## config.mk

```make
export PLATFORM = sky130hd
export DESIGN_NAME = cst_engine
export DESIGN_NICKNAME = d
export VERILOG_FILES = /design/src/rtl/assert_macros.svh /design/src/rtl/cst_pkg.sv /design/src/rtl/cst_engine.sv
export SDC_FILE = /design/constraint.sdc
export NUM_CORES = 1
export LEC_CHECK = 0
export BUFFER_PORTS_ARGS = -buffer_cell sky130_fd_sc_hd__buf_4
export CAP_MARGIN = 20
export CORE_MARGIN = 4
export CORE_UTILIZATION = 45
export DETAILED_ROUTE_END_ITERATION = 12
export PLACE_DENSITY = 0.78
export SLEW_MARGIN = 5
export SYNTH_ARGS = -nofsm -noshare
export SYNTH_HDL_FRONTEND = slang
export SYNTH_SLANG_ARGS = --single-unit
```

## constraint.sdc

```tcl
create_clock -name vclk -period 5.7
set_clock_uncertainty 0.15 [all_clocks]
set_input_delay 1.14 -clock vclk [all_inputs]
set_output_delay 1.14 -clock vclk [all_outputs]
set_load 0.01 [all_outputs]
```

## src/rtl/assert_macros.svh

```systemverilog
// Assertion macros used by the semaphore table top level.
`ifndef ASSERT_MACROS_SVH
`define ASSERT_MACROS_SVH

// Same-cycle implication, disabled while reset is asserted.
`define CST_ASSERT_IMP(label, clk, rst_n, ante, cons) \
	label: assert property (@(posedge clk) disable iff (!(rst_n)) (ante) |-> (cons)) \
		else $error("semaphore table assertion failed");

// Next-cycle implication, disabled while reset is asserted.
`define CST_ASSERT_NXT(label, clk, rst_n, ante, cons) \
	label: assert property (@(posedge clk) disable iff (!(rst_n)) (ante) |=> (cons)) \
		else $error("semaphore table assertion failed");

`endif

```

## src/rtl/cst_pkg.sv

```systemverilog
// Types, codes and defaults shared by the counting semaphore table.
package cst_pkg;

	// Fixed transaction field widths.
	localparam int OP_W     = 2;
	localparam int IDX_W    = 8;
	localparam int VAL_W    = 16;
	localparam int STATUS_W = 2;

	// Default table geometry.
	localparam int NUM_SEMAPHORES_DEF = 256;
	localparam int COUNT_WIDTH_DEF    = 16;

	// Operation codes.
	localparam logic [OP_W-1:0] OP_OPEN  = 2'd0;
	localparam logic [OP_W-1:0] OP_CLOSE = 2'd1;
	localparam logic [OP_W-1:0] OP_UP    = 2'd2;
	localparam logic [OP_W-1:0] OP_DOWN  = 2'd3;

	// Status codes.
	localparam logic [STATUS_W-1:0] ST_DONE     = 2'd0;
	localparam logic [STATUS_W-1:0] ST_REJECTED = 2'd1;
	localparam logic [STATUS_W-1:0] ST_BLOCKED  = 2'd2;

	typedef struct packed {
		logic [OP_W-1:0]  operation;
		logic [IDX_W-1:0] sem_index;
		logic [VAL_W-1:0] initial_value;
	} cst_req_t;

	typedef struct packed {
		logic [STATUS_W-1:0] status;
		logic                wake;
		logic [VAL_W-1:0]    count_after;
	} cst_rsp_t;

	// Outcome of one request from the update logic.
	typedef struct packed {
		logic     wr;
		cst_rsp_t rsp;
	} cst_upd_t;

endpackage

```

## src/rtl/cst_engine.sv

```systemverilog
// Update logic: applies one request to one table entry.
module cst_engine import cst_pkg::*; #(
	parameter int NUM_SEMAPHORES = NUM_SEMAPHORES_DEF,
	parameter int COUNT_WIDTH    = COUNT_WIDTH_DEF
) (
	input  cst_req_t                     req,
	input  logic [2*COUNT_WIDTH:0]       entry,
	output logic [2*COUNT_WIDTH:0]       entry_new,
	output cst_upd_t                     upd
);

	localparam int CW = COUNT_WIDTH;

	logic          ent_open;
	logic [CW-1:0] ent_ceil;
	logic [CW-1:0] ent_cnt;
	logic [CW-1:0] cnt_inc;
	logic [CW-1:0] cnt_dec;
	logic          in_range;
	logic          val_ok;

	// Entry layout: open flag, ceiling, count.
	assign ent_open = entry[2*CW];
	assign ent_ceil = entry[2*CW-1:CW];
	assign ent_cnt  = entry[CW-1:0];
	assign cnt_inc  = ent_cnt + CW'(1);
	assign cnt_dec  = ent_cnt - CW'(1);

	// Index must address the table, and an open value must be nonzero and fit a count.
	assign in_range = 32'(req.sem_index) < NUM_SEMAPHORES;
	assign val_ok   = (req.initial_value != '0) && ((32'(req.initial_value) >> CW) == 32'd0);

	// Decode the operation against the current entry.
	always_comb begin
		entry_new           = entry;
		upd.wr              = 1'b0;
		upd.rsp.status      = ST_REJECTED;
		upd.rsp.wake        = 1'b0;
		upd.rsp.count_after = '0;
		if (in_range) begin
			unique case (req.operation)
				OP_OPEN: begin
					if (ent_open) begin
						upd.rsp.count_after = VAL_W'(ent_cnt);
					end else if (val_ok) begin
						upd.wr              = 1'b1;
						entry_new           = {1'b1, CW'(req.initial_value),
							CW'(req.initial_value)};
						upd.rsp.status      = ST_DONE;
						upd.rsp.count_after = req.initial_value;
					end
				end
				OP_CLOSE: begin
					if (ent_open) begin
						upd.wr         = 1'b1;
						entry_new      = {1'b0, ent_ceil, CW'(0)};
						upd.rsp.status = ST_DONE;
					end
				end
				OP_UP: begin
					if (ent_open) begin
						if (ent_cnt >= ent_ceil) begin
							upd.rsp.count_after = VAL_W'(ent_cnt);
						end else begin
							upd.wr              = 1'b1;
							entry_new           = {1'b1, ent_ceil, cnt_inc};
							upd.rsp.status      = ST_DONE;
							upd.rsp.wake        = (ent_cnt == '0);
							upd.rsp.count_after = VAL_W'(cnt_inc);
						end
					end
				end
				OP_DOWN: begin
					if (ent_open) begin
						if (ent_cnt == '0) begin
							upd.rsp.status = ST_BLOCKED;
						end else begin
							upd.wr              = 1'b1;
							entry_new           = {1'b1, ent_ceil, cnt_dec};
							upd.rsp.status      = ST_DONE;
							upd.rsp.count_after = VAL_W'(cnt_dec);
						end
					end
				end
			endcase
		end
	end

endmodule

```

### Word level (Yosys, flattened, before mapping)

Cells that the tools add are included.

| storage, ports and cells | value |
|---|---|
| flip-flop bits (word level) | 0 |
| bits of input ports | 59 |
| output and inout port bits | 53 |
| word-level logic and storage cells | 33 |

| operators by class | value |
|---|---|
| add/sub/neg operators | 2 |
| order comparisons | 1 |
| equal/unequal tests | 3 |
| multiplexer cells | 24 |
| reduce and logical (&&, ||, !) cells | 3 |

Operator list:

| kind | number |
|---|---|
| two-way mux 33 bit | 4 |
| one-hot mux 33 bit (4 select lines) | 1 |
| two-way mux 16 bit | 8 |
| one-hot mux 16 bit (3 select lines) | 1 |
| two-way mux 20 bit | 1 |
| adder 16 x 1 -> 16 bit (second input constant) | 1 |
| >= comparator 16 bit | 1 |
| logical NOT 16 bit | 1 |
| nonzero test 16 bit | 1 |
| subtractor 16 x 1 -> 16 bit (second input constant) | 1 |
| two-way mux 3 bit | 4 |
| one-hot mux 3 bit (4 select lines) | 1 |
| equality test 2 bit (second input constant) | 2 |
| two-way mux 4 bit | 1 |
| equality test 2 x 1 -> 1 bit (second input constant) | 1 |
| logical NOT 2 bit | 1 |
| two-way mux 1 bit | 2 |
| two-way mux 2 bit | 1 |

### Longest topological paths before layout

| logic depth | value |
|---|---|
| depth in word-level cells | 4 |
| gate-level depth with buffers | 11 |
| gate-level depth less buffers | 10 |

### Worst setup path before layout

OpenSTA, ideal clock, no wires.

| timing | value |
|---|---|
| path type | in2out |
| from | in entry[0] |
| to | out entry_new[11] |
| data arrival time | 3,554 ps |
| required time | 4,410 ps |
| path slack | 856 ps |
| cell stages on the path | 11 |
| path buffers | 3 |
| path through | clkbuf_1 > inv_1 > ha_1 > and3_1 > o21ai_0 > a311oi_2 > or3_1 > clkbuf_1 > buf_2 > o41ai_1 > o21bai_1 |

| between the ends | value |
|---|---|
| longest elaborated chain between the ends | 4 |
| elaborated cells on any way between the ends | 9 |
| classes of those cells | 2 x add/sub; 1 x order compare; 5 x mux; 1 x reduce/logical |

RTL lines:

| what | line | text |
|---|---|---|
| from (decl) | cst_engine.sv:7 | `input logic [2*COUNT_WIDTH:0] entry,` |
| subtractor 16 x 1 -> 16 bit, or another cell as far along | cst_engine.sv:27 | `assign cnt_dec = ent_cnt - CW'(1);` |
| two-way mux 16 bit (on tied branches) | cst_engine.sv:75, cst_engine.sv:62 |  |
| two-way mux 33 bit (on tied branches) | cst_engine.sv:74, cst_engine.sv:61 |  |
| one-hot mux 33 bit (4 select lines) (*) | cst_engine.sv:41 | `unique case (req.operation)` |
| to (decl) | cst_engine.sv:8 | `output logic [2*COUNT_WIDTH:0] entry_new,` |

Mark *: on every way between the ends. The rest lies on a longest branch, timed or not.

### Final worst setup path

| timing | value |
|---|---|
| from | in entry[13] |
| to | out entry_new[4] |

| between the ends | value |
|---|---|
| longest elaborated chain between the ends | 4 |
| elaborated cells on any way between the ends | 7 |
| classes of those cells | 1 x order compare; 5 x mux; 1 x reduce/logical |

RTL lines:

| what | line |
|---|---|
| >= comparator 16 bit / logical NOT 16 bit (equally long branches) | cst_engine.sv:62, cst_engine.sv:75 |
| two-way mux 16 bit (on tied branches) | cst_engine.sv:62, cst_engine.sv:75 |
| two-way mux 33 bit (on tied branches) | cst_engine.sv:61, cst_engine.sv:74 |
| one-hot mux 33 bit (4 select lines) (*) | cst_engine.sv:41 |

Marks and branches as above.

==> run_results.csv <==
group,metric,value,unit
global_routing,busiest_layer,"met2",
route,dr.pass1.iters,5,
route,drc,0,
setup_path,cp_max_fo,16,
setup_path,crit_end,"entry_new[4]",
route,via_per_inst,6.414,
cells_and_area,fill_cells,466,
cells_and_area,stdcell_count,517,
power_and_ir_drop,seq_power_share,0,
timing,fmax,191.1,MHz
global_routing,grt_pass1_wl,15080,um
placed_design,gp_congestion,0.9627,
synth,synth_area_per_cell,6.175,sq um
synth,synth-seq-area-share,0,
power_and_ir_drop,pwr_density_cell,83.01,nW/um^2
placed_design,portBuffers,104,
power_and_ir_drop,internal_power,0.1140,mW
synth,postSynthCellCount,369,
global_routing,antenna_found_initial,0,
placed_design,dp_hpwl,7631,um
route,drt_wl_total,9694,um
timing,worst_slew_pin_slew,0.9768,ns
global_routing,use_met3,0.03061,
route,wl_per_cell,18.75,um
placed_design,dp.cells,517,
clocking,cts-hold-fix-buffers,0,
timing,finalMaxSlewViolations,0,
cells_and_area,area_delta_synth_final,34.43,%
timing,finalSetupViolations,0,
setup_path,arrival,3.94,ns
power_and_ir_drop,leakage,1.410,nW
floorplanning,initial_core_util,0.4730,
global_routing,grt_pass1_vias,2996,
floorplanning,row_count,25,
timing,tns,0,ns
floorplanning,dieHeight,79.16,um
power_and_ir_drop,pwr-share-clk,0,
synth,synth_area,2278,sq um
cells_and_area,seq_area,0,sq um
floorplanning,die-area,6266,sq um
job,drv_cap,0,
setup_path,required,4.41,ns
floorplanning,die_w,79.16,um
global_routing,grt_max_degree,22,
status,status,"complete, no violations",
global_routing,use_met1,0.3905,
route,ant_nets,0,
floorplanning,core,4817,sq um
setup_path,crit_type,"in -> out",
timing,slew_headroom,0.3458,
timing,rsz0062_at_grt,"no",
cells_and_area,antenna_cells,0,
cells_and_area,flops_and_latches,0,
cells_and_area,nNetsFinal,531,
timing,fin_crit_sh,0.9181,
route,vias,3316,
worst_hold_path,holdPathStages,4,
timing,hold_ws,2.435,ns
synth,synth_cell_types,64,
setup_path,crit_start,"entry[13]",
cells_and_area,drive_gt1_frac,0.2733,
power_and_ir_drop,p_sw,0.1402,mW
floorplanning,io-pin-count,112,
power_and_ir_drop,vdd_drop_max,0.04552,mV
synth,synth_nets,448,
timing,min_period,5.233,ns
worst_hold_path,hp-class,"in -> out",
setup_path,worstSetupStartpointType,"primary input",
power_and_ir_drop,combPwrFrac,1.000,
global_routing,gr-usage-met2,0.5042,
route,drt_iter0_markers,377,
clocking,cts_setup_buffers,0,
cells_and_area,clkbuf_count,0,
global_routing,grt_overflow,0,
setup_path,cp-end-kind,"output pin",
synth,ys_warn_count,0,
global_routing,grtUsageTotal,0.2944,
clocking,cts_resized,0,
timing,hold_viol_final,0,
power_and_ir_drop,swShare,0.5515,
## logic make-up (layout without fill, tap and decap cells)
group	count (synthesis)	count (layout)	synth area share
adders and majority gates	20	20	0.1098
xor gates and xnor gates	9	9	0.03460
muxes	7	7	0.03130
buffers and inverters	61	142	0.1093
AOI/OAI and AO/OA	120	120	0.3663
and+or+nand+nor	152	152	0.3487
## critical path, cell delays in order
cell,delay (ns)
buf_4,0.16
ha_1,0.30
and4_1,0.27
nand4_1,0.18
a311oi_2,0.59
or3_1,0.60
o41ai_1,0.19
a311o_1,0.36
buf_4,0.15
## power by group through the flow
stage | clock network [mW] | registers, mW | logic, mW
5_1_grt | 0 | 0 | 0.275
6_report | 0 | 0 | 0.254
3_5_place_dp | 0 | 0 | 0.250
2_1_floorplan | 0 | 0 | 0.134
3_3_place_gp | 0 | 0 | 0.246
4_1_cts | 0 | 0 | 0.251
## per-layer routing
metal / vias up / share of wire
met5: - / 0
met4: 0 / 0.019
met3: 16 / 0.095
met2: 209 / 0.47
met1: 1530 / 0.41
li1: 1561 / -
## final cells by class
| class | instances | area, sq um | area share |
|---|---|---|---|
| multi-input combinational | 308 | 2029 | 0.6626 |
| inverter | 31 | 116.4 | 0.03799 |
| timing repair buffer | 111 | 833.3 | 0.2721 |
| tap | 67 | 83.83 | 0.02737 |
## worst min-delay path by stage
| stage | start | slack, ns | endpoint |
|---|---|---|---|
| after CTS | entry[16] | 2.43 | entry_new[16] |
| after floorplan | entry[16] | 2.25 | entry_new[16] |
| final | entry[16] | 2.44 | entry_new[16] |
| after global placement | entry[16] | 2.43 | entry_new[16] |
| after global routing | entry[16] | 2.45 | entry_new[16] |
| after detailed placement | entry[16] | 2.43 | entry_new[16] |
## cells in the final DEF (no fill, tap or decap), drive strengths merged, types with 2 or more instances in the layout
cell type,instances
buf,111
nand2,34
o21ai,32
inv,31
nand3,25
nor2,22
a21oi,20
ha,20
nor3,14
nor4,12
o211ai,9
nand4,9
a31oi,8
and3,7
xnor2,7
or4,7
mux2i,6
or3,6
and2,5
a211o,5
a211oi,4
o311ai,4
o21bai,4
a311o,4
a21o,4
o41ai,3
or2,3
nor2b,2
o21a,2
a21boi,2
a41oi,2
o221ai,2
xor2,2
a221o,2
o31ai,2
## synth_stat cells (all sizes together) (5+ instances only)
| cell type | instances | share of area |
|---|---|---|
| nand2 | 34 | 0.056 |
| and2 | 5 | 0.014 |
| nor3 | 14 | 0.031 |
| o21ai | 32 | 0.070 |
| and3 | 7 | 0.019 |
| a21oi | 20 | 0.044 |
| nand3 | 25 | 0.057 |
| nor2 | 22 | 0.036 |
| buf | 11 | 0.027 |
| o211ai | 9 | 0.030 |
| a211o | 5 | 0.020 |
| xnor2 | 7 | 0.027 |
| a31oi | 8 | 0.022 |
| mux2i | 6 | 0.026 |
| ha | 20 | 0.11 |
| or3 | 6 | 0.019 |
| clkbuf | 19 | 0.031 |
| nand4 | 9 | 0.025 |
| nor4 | 12 | 0.033 |
| or4 | 7 | 0.025 |
| inv | 31 | 0.051 |
## per-stage QoR
step                total power, mW    util  area, sq um  worst slack (ns)
finish                       0.2542  0.6358         3063            0.4670
CTS                          0.2511  0.6358         3063            0.5267
global placement             0.2456  0.6358         3063            0.5804
detailed placement           0.2497  0.6358         3063            0.5426
floorplan                    0.1343       -         2278            0.8560
global route                 0.2753  0.6358         3063            0.3455
(Power assumes the default switching activity.)
